File: config.mk
export PLATFORM = sky130hd
export DESIGN_NAME = rc_frame_decode_failsafe_top
export DESIGN_NICKNAME = d
export VERILOG_FILES = /design/src/rtl/rcfd_pkg.sv /design/src/rtl/rcfd_unpack.sv /design/src/rtl/rc_frame_decode_failsafe_top.sv
export SDC_FILE = /design/constraint.sdc
export NUM_CORES = 1
export LEC_CHECK = 0
export ABC_AREA = 1
export BUFFER_PORTS_ARGS = -buffer_cell sky130_fd_sc_hd__buf_2
export CORE_MARGIN = 10
export CORE_UTILIZATION = 50
export DETAILED_ROUTE_END_ITERATION = 16
export PLACE_DENSITY = 0.72
export SYNTH_ARGS = -nofsm -noshare
export SYNTH_HDL_FRONTEND = slang
export SYNTH_HIERARCHICAL = 1
export SYNTH_SLANG_ARGS = --single-unit
File: constraint.sdc
create_clock -name clk -period 4.7 [get_ports clk]
set_clock_uncertainty 0.05 [all_clocks]
set_input_delay 0.94 -clock clk [delete_from_list [all_inputs] [get_ports clk]]
set_output_delay 0.94 -clock clk [all_outputs]
set_load 0.01 [all_outputs]
File: src/rtl/rcfd_pkg.sv
// Shared types and constants of the remote-control frame decoder.
// No dependencies.
`default_nettype none

package rcfd_pkg;

    localparam int ChanW    = 11;
    localparam int SwW      = 2;
    localparam int CountW   = 16;
    localparam int FrameW   = 128;
    localparam int OutDataW = 136;
    localparam int CfgDataW = 16;

    localparam logic [ChanW-1:0]  CENTER_RST  = 11'h400;
    localparam logic [CountW-1:0] LIMIT_RST   = 16'd100;
    localparam logic [SwW-1:0]    SW_UP_RST   = 2'd1;
    localparam logic [SwW-1:0]    SW_MID_RST  = 2'd3;
    localparam logic [SwW-1:0]    SW_INVALID  = 2'd0;
    localparam logic [CountW:0]   ALIVE_STEP  = 17'd2;

    typedef enum logic [1:0] {
        CFG_CENTER = 2'd0,
        CFG_LIMIT  = 2'd1,
        CFG_SW_UP  = 2'd2,
        CFG_SW_MID = 2'd3
    } cfg_index_t;

    typedef enum logic {
        REQ_FRAME = 1'b0,
        REQ_TICK  = 1'b1
    } req_type_t;

    typedef struct packed {
        logic [15:0]            keys;
        logic [15:0]            buttons;
        logic [47:0]            mouse;
        logic [SwW-1:0]         right_sw;
        logic [SwW-1:0]         left_sw;
        logic [3:0][ChanW-1:0]  stick;
    } rc_data_t;

    function automatic rc_data_t failsafe_data(
        input logic [ChanW-1:0] center,
        input logic [SwW-1:0]   left_code,
        input logic [SwW-1:0]   right_code
    );
        rc_data_t d;
        d.keys     = '0;
        d.buttons  = '0;
        d.mouse    = '0;
        d.right_sw = right_code;
        d.left_sw  = left_code;
        d.stick    = {4{center}};
        return d;
    endfunction

endpackage

`default_nettype wire

File: src/rtl/rcfd_unpack.sv
// Slices a 16-byte frame into stick, switch, mouse and key fields.
// Depends on rcfd_pkg.
`default_nettype none

module rcfd_unpack (
    input  wire logic [rcfd_pkg::FrameW-1:0] frame,
    output rcfd_pkg::rc_data_t               data,
    output logic                             bad_switch
);
    import rcfd_pkg::*;

    always_comb
    begin
        data.stick[0] = frame[10:0];
        data.stick[1] = frame[21:11];
        data.stick[2] = frame[32:22];
        data.stick[3] = frame[43:33];
        data.right_sw = frame[45:44];
        data.left_sw  = frame[47:46];
        data.mouse    = frame[95:48];
        data.buttons  = frame[111:96];
        data.keys     = frame[127:112];
        bad_switch    = (frame[47:46] == SW_INVALID);
    end

endmodule

`default_nettype wire

File: src/rtl/rc_frame_decode_failsafe_top.sv
// An accepted transaction's result appears on the master side in the next cycle. Throughput:
// one transaction per cycle unless stalled; held state and result register update together.
// Reset: asynchronous, active low; all but out_data_reg take defaults, held data returns
// to failsafe defaults with the left switch at the up code, link offline, no result pending.
// Top level of the remote-control frame decoder. Depends on rcfd_pkg and rcfd_unpack.
`default_nettype none

module rc_frame_decode_failsafe_top (
    input  wire logic                          clk,
    input  wire logic                          rst_n,
    input  wire logic                          s_axis_tvalid,
    output logic                               s_axis_tready,
    // frame_low [63:0], frame_high [127:64]
    input  wire logic [rcfd_pkg::FrameW-1:0]   s_axis_tdata,
    // req_type [0]
    input  wire logic                          s_axis_tuser,
    output logic                               m_axis_tvalid,
    input  wire logic                          m_axis_tready,
    // stick_ch0 [10:0], stick_ch1 [21:11], stick_ch2 [32:22], stick_ch3 [43:33],
    // left_switch [45:44], right_switch [47:46], mouse_axes [95:48],
    // mouse_buttons [111:96], key_mask [127:112], link_online [128],
    // frame_fault [129], zero [135:130]
    output logic [rcfd_pkg::OutDataW-1:0]      m_axis_tdata,
    input  wire logic                          cfg_valid,
    output logic                               cfg_ready,
    input  wire logic [1:0]                    cfg_index,
    input  wire logic [rcfd_pkg::CfgDataW-1:0] cfg_data
);
    import rcfd_pkg::*;

    logic [ChanW-1:0]    center_reg;
    logic [CountW-1:0]   limit_reg;
    logic [SwW-1:0]      sw_up_reg;
    logic [SwW-1:0]      sw_mid_reg;

    rc_data_t            data_reg, data_next;
    logic [CountW-1:0]   alive_reg, alive_next;
    logic                fresh_reg, fresh_next;
    logic                online_reg, online_next;
    logic                fault_next;
    logic                out_valid_reg, out_valid_next;
    logic [OutDataW-1:0] out_data_reg, out_data_next;

    rc_data_t            frame_data;
    logic                bad_switch;
    logic                accept;
    logic [CountW:0]     alive_sum;

    rcfd_unpack u_unpack (
        .frame      (s_axis_tdata),
        .data       (frame_data),
        .bad_switch (bad_switch)
    );

    assign s_axis_tready = !out_valid_reg || m_axis_tready;
    assign accept        = s_axis_tvalid && s_axis_tready;
    assign cfg_ready     = 1'b1;
    assign m_axis_tvalid = out_valid_reg;
    assign m_axis_tdata  = out_data_reg;
    assign alive_sum     = {1'b0, alive_reg} + ALIVE_STEP;

    always_ff @(posedge clk or negedge rst_n)
    begin
        if (!rst_n)
        begin
            center_reg <= CENTER_RST;
            limit_reg  <= LIMIT_RST;
            sw_up_reg  <= SW_UP_RST;
            sw_mid_reg <= SW_MID_RST;
        end
        else if (cfg_valid && cfg_ready)
        begin
            unique case (cfg_index_t'(cfg_index))
                CFG_CENTER: center_reg <= cfg_data[ChanW-1:0];
                CFG_LIMIT:  limit_reg  <= cfg_data[CountW-1:0];
                CFG_SW_UP:  sw_up_reg  <= cfg_data[SwW-1:0];
                CFG_SW_MID: sw_mid_reg <= cfg_data[SwW-1:0];
                default:    center_reg <= center_reg;
            endcase
        end
    end

    always_comb
    begin
        data_next   = data_reg;
        alive_next  = alive_reg;
        fresh_next  = fresh_reg;
        online_next = online_reg;
        fault_next  = 1'b0;
        if (accept)
        begin
            unique case (req_type_t'(s_axis_tuser))
                REQ_FRAME:
                begin
                    if (bad_switch)
                    begin
                        fault_next = 1'b1;
                    end
                    else
                    begin
                        data_next  = frame_data;
                        fresh_next = 1'b1;
                    end
                end
                REQ_TICK:
                begin
                    if (fresh_reg)
                    begin
                        alive_next  = '0;
                        online_next = 1'b1;
                        fresh_next  = 1'b0;
                    end
                    else if (alive_sum >= {1'b0, limit_reg})
                    begin
                        data_next   = failsafe_data(center_reg, sw_mid_reg, sw_mid_reg);
                        alive_next  = limit_reg;
                        online_next = 1'b0;
                    end
                    else
                    begin
                        alive_next = alive_sum[CountW-1:0];
                    end
                end
                default:
                begin
                    fault_next = 1'b0;
                end
            endcase
        end
    end

    always_comb
    begin
        out_valid_next = accept || (out_valid_reg && !m_axis_tready);
        out_data_next  = out_data_reg;
        if (accept)
        begin
            out_data_next = {6'b0, fault_next, online_next,
                             data_next.keys, data_next.buttons, data_next.mouse,
                             data_next.right_sw, data_next.left_sw,
                             data_next.stick[3], data_next.stick[2],
                             data_next.stick[1], data_next.stick[0]};
        end
    end

    always_ff @(posedge clk or negedge rst_n)
    begin
        if (!rst_n)
        begin
            data_reg      <= failsafe_data(CENTER_RST, SW_UP_RST, SW_MID_RST);
            alive_reg     <= '0;
            fresh_reg     <= 1'b0;
            online_reg    <= 1'b0;
            out_valid_reg <= 1'b0;
        end
        else
        begin
            data_reg      <= data_next;
            alive_reg     <= alive_next;
            fresh_reg     <= fresh_next;
            online_reg    <= online_next;
            out_valid_reg <= out_valid_next;
        end
    end

    always_ff @(posedge clk)
    begin
        out_data_reg <= out_data_next;
    end

endmodule

`default_nettype wire

After elaboration in Yosys (flattened, before gate mapping)
Cells that the tools add are included.
{ "classes": {"n_addsub": 1, "magnitude_cmp": 1, "eq_ne": 3, "mux": 14, "bitwise": 1, "n_reduce_logical": 13} }
{ "op_table": {"columns": ["operator", "n"], "rows": [
  ["$mux W128", 4],
  ["$pmux W128 S2", 1],
  ["$mux W16", 2],
  ["$add A16 B2 Y17 const B", 1],
  ["$ge A17 B16 Y1", 1],
  ["$reduce_and A2 Y1", 5],
  ["$mux W1", 6],
  ["$logic_not A2 Y1", 2],
  ["$eq A2 B1 Y1 const B", 1],
  ["$eq A2 B2 Y1 const B", 1],
  ["$logic_and A1 B1 Y1", 2],
  ["$logic_not A1 Y1", 2],
  ["$logic_or A1 B1 Y1", 2],
  ["$ne A2 B2 Y1 const B", 1],
  ["$pmux W1 S2", 1],
  ["$not A1 Y1", 1]
]} }
{ "word_totals": {"reg_bits": 306, "in_bits": 152, "out_inout_bits": 139, "elab_cells": 51} }

Logic depth before layout (Yosys ltp)
{ "depth": {"ltp_word": 6, "ltp_mapped": 23, "mapped_depth_nobuf": 21} }

Modules after synthesis
Netlist, hierarchy kept.
{ "modules_own_cells": {"columns": ["module", "instances", "cells_each", "area_each_um2", "seq_area_each_um2"], "rows": [
  ["rc_frame_decode_failsafe_top", 1, 1653, 14355.0, 8324.2],
  ["rcfd_unpack", 1, 129, 964.7, 0.0]
]} }

Worst setup path after synthesis
Ideal clock, no wire load.
{ "synth_path": {"kind": "input-to-reg", "startpoint": "input m_axis_tready", "endpoint": "register out_data_reg[0], in the netlist m_axis_tdata[0] (enable)", "setup_ns": 0.545, "arrival_time_ns": 5.270, "required_time_ns": 4.105, "slack_ns": -1.165, "cell_stages": 6, "n_path_buf": 2, "path_cell_list": "inv_1 -> nand2_1 -> nand2_1 -> inv_1 -> clkbuf_1 -> clkbuf_1"} }
{ "synth_between": {"elab_chain_len": 2} }
{ "synth_lines": {"columns": ["element", "line", "text"], "rows": [
  ["start, declared", "rc_frame_decode_failsafe_top.sv:18", "input wire logic m_axis_tready,"],
  ["$logic_or A1 B1 Y1", "rc_frame_decode_failsafe_top.sv:55", "assign s_axis_tready = !out_valid_reg || m_axis_tready;"],
  ["via s_axis_tready", "rc_frame_decode_failsafe_top.sv:12", "output logic s_axis_tready,"],
  ["$logic_and A1 B1 Y1", "rc_frame_decode_failsafe_top.sv:56", "assign accept = s_axis_tvalid && s_axis_tready;"],
  ["via accept", "rc_frame_decode_failsafe_top.sv:46", "logic accept;"],
  ["end signal, assigned", "rc_frame_decode_failsafe_top.sv:168", "out_data_reg <= out_data_next;"],
  ["end, declared", "rc_frame_decode_failsafe_top.sv:42", "logic [OutDataW-1:0] out_data_reg, out_data_next;"]
]} }
The timed path passes the listed nets, and every way through them passes these cells.
A chain may end at the register's enable or synchronous reset.

==> metrics.yaml <==
status:
  status: "complete, no violations"
routing:
  wl_um: 41700
  antenna_left: 0
  via_per_inst: 5.41
  wl_per_cell_um: 18.1
  drt_first_pass_iters: 5
  drc: 0
  vias: 12431
  drtIter0Drc: 1137
timing:
  layout_min_cycle_time_ns: 3.96
  final.setup.worst_slack_ns: 0.741
  holdWs_ns: 0.424
  setup_viol: 0
  hold_violations: 0
  finalMaxSlewViolations: 0
  relSlewSlack: 0.255
  finalSetupTns_ns: 0
  rsz0062_at_grt: "no"
  clock.fmax_mhz: 253
  fin_crit_sh: 0.842
  worstMarginPinSlew_ns: 1.11
logic_synthesis:
  synth_seq_cells: 306
  synth_area_leaders: "dfrtp_1, edfxtp_1, nand2_1"
  syn_area_per_cell_sq_um: 8.60
  yosys_warnings: 6
  ys_seq_area_frac: 0.543
  yosysTopAreaCell: "dfrtp_1"
  synth_top_area_frac: 0.266
  syn_inst: 1782
  ys.flop_type: "dfrtp_1"
  synth_async_sr_flop_share: 0.575
  ys_types: 33
  synth_area_sq_um: 15300
  synth_edf_count: 130
worst_setup_path:
  required_ns: 4.89
  crit_path_start: "alive_reg[1]$_DFFE_PN0P_"
  crit_chain: "ha_1, nand2_1, nor2_1, nand3_1, nor2_1, nand4_1, o21ai_0, nand2_1, ha_1, nand2_1, nor2_1, nand2_1, o21ai_0, nand2_1, nand3_4, nand2_4, buf_4, nand2_1, nand3_1, nand2_1, nand2_1"
  r2r-start: "alive_reg[1]$_DFFE_PN0P_"
  critPathKind: "flip-flop to flip-flop"
  cp_max_fo: 30
  arrival_ns: 4.15
  cp-start-kind: "flip-flop"
  cp_slowest_stage_delay_ns: 0.38
  slowest_stage: "dfrtp_1"
  worst_setup_path_end_kind: "flip-flop"
  reg2reg_depth: 21
  path_common_cell: "nand2_1"
cts:
  clk_pin_slew_worst_paths_ns: 0.06
  root_buffer: "clkbuf_16"
  hold_buffers: 0
  clock_sinks: 306
  cts_tree: "yes"
  cts_resized: 0
  cts_setup_buffers: 0
  clockBufferDepth: 3
  clk_latency_ns: 0.50
  cts_htree_levels: 2
  cts_buffers: 34
final_layout:
  largest_reg_flops: 130
  nNetsFinal: 2045
  synthToLayoutAreaGrowth_pct: 11.5
  nFillCells: 2739
  drive_above_1_share: 0.195
  final_cell_mix: "nand2_1, buf_2, nand3_1, a21oi_1, dfrtp_1"
  layout_commonest_cell: "nand2_1"
grt:
  grt.total_usage: 0.212
  grt_max_degree: 129
  first_global_vias: 12330
  grt-ovfl-total: 0
  grt_pass1_wl_um: 67100
  antenna_found_initial: 2
power_and_ir_drop:
  irDropWorstVdd_mv: 0.262
  leakage_nw: 8.10
  powerDensity_nw_per_um2: 422
floorplan:
  fp.dieArea_sq_um: 38000
  die_w_um: 195
  ioPinCount: 291
  chipHeight_um: 195
  core-area_sq_um: 30400
  initial_core_util: 0.503
  row_count: 64
run:
  maxCapViolations: 0
hold_path:
  min_path_cells: 2
  min_from: "limit_reg[15]$_DFFE_PN0P_"
  hold_class: "flip-flop to flip-flop"
placed_design:
  pre_cts_slack_ns: 0.784
  hpwl_um: 26900
  io_buffers: 283
  gp_congestion: 0.863
## where the power goes
| group | total (mW) | leakage [nW] | internal [mW] | switching, mW |
|---|---|---|---|---|
| sequential | 3.46 | 3.29 | 3.23 | 0.227 |
| clock | 2.65 | 0.543 | 1.61 | 1.04 |
| combinational | 1.10 | 4.28 | 0.403 | 0.695 |
## worst max-delay path: cells and delay by family, from the launching register on
family,cells,cell delay (ns)
AOI/OAI and AO/OA,2,0.35
DFF,1,0.38
adders and majority gates,2,0.50
buffers and inverters,1,0.35
and+or+nand+nor,16,2.04
## kinds of logic (layout without fill, tap and decap cells)
group                    Yosys count  count (layout)  share of synthesized area
AND/OR/NAND/NOR                  907             907                      0.243
flip-flops                       306             306                      0.543
buffers and inverters            299             413                      0.111
AO/OA/AOI/OAI                    241             241                     0.0823
adder cells (fa/ha/maj)           17              17                     0.0139
XOR/XNOR                          10              10                    0.00572
other                              2               9                   0.000490
## final timing paths
kind                                              end  slack (ns)
hold / removal              alive_reg[15]$_DFFE_PN0P_        0.42
setup / recovery           m_axis_tdata[22]$_DFFE_PP_        0.74
max in group asynchronous    limit_reg[6]$_DFFE_PN1P_        3.09
setup reg to reg           m_axis_tdata[22]$_DFFE_PP_        0.74
hold reg to reg             alive_reg[15]$_DFFE_PN0P_        0.42
min in group asynchronous      data_reg[65]$_DFF_PN0_        0.45
## routing by layer
layer	GRT usage	wire length [um]	share of wire
met1	0.285	17800	0.43
met2	0.328	19300	0.46
met3	0.0562	3570	0.086
met4	0.0631	1100	0.026
met5	0	0	0
## per-stage QoR
stage | instances | area (sq um) | util | power (mW)
CTS | 2297 | 17100 | 0.561 | 7.27
finish | 2299 | 17100 | 0.561 | 7.20
floorplan | 1787 | 15300 | - | 4.24
detailed placement | 2236 | 16000 | 0.525 | 4.61
global placement | 2236 | 16000 | 0.525 | 4.55
global route | 2298 | 17100 | 0.561 | 7.58
## synthesized netlist by cell type (13+ instances only)
| library cell | count |
|---|---|
| clkbuf_1 | 78 |
| ha_1 | 17 |
| o21ai_0 | 27 |
| buf_4 | 144 |
| dfstp_2 | 13 |
| a31oi_1 | 35 |
| nand2_1 | 579 |
| nor2_1 | 110 |
| dfrtp_1 | 163 |
| edfxtp_1 | 130 |
| a21oi_1 | 174 |
| buf_1 | 13 |
| nand3_1 | 193 |
| inv_1 | 53 |
## cell type report
class	instances	area, sq um	share of cell area
inverter	55	219	0.0128
tap	396	495	0.0290
timing repair buffer	297	1590	0.0932
multi-input combinational	1182	5330	0.312
sequential	306	8320	0.487
antenna	2	5.00	0.000293
clock inverter	9	93.8	0.00549
clock buffer	52	1020	0.0598
No activity file was read; power rests on OpenSTA's default activity.
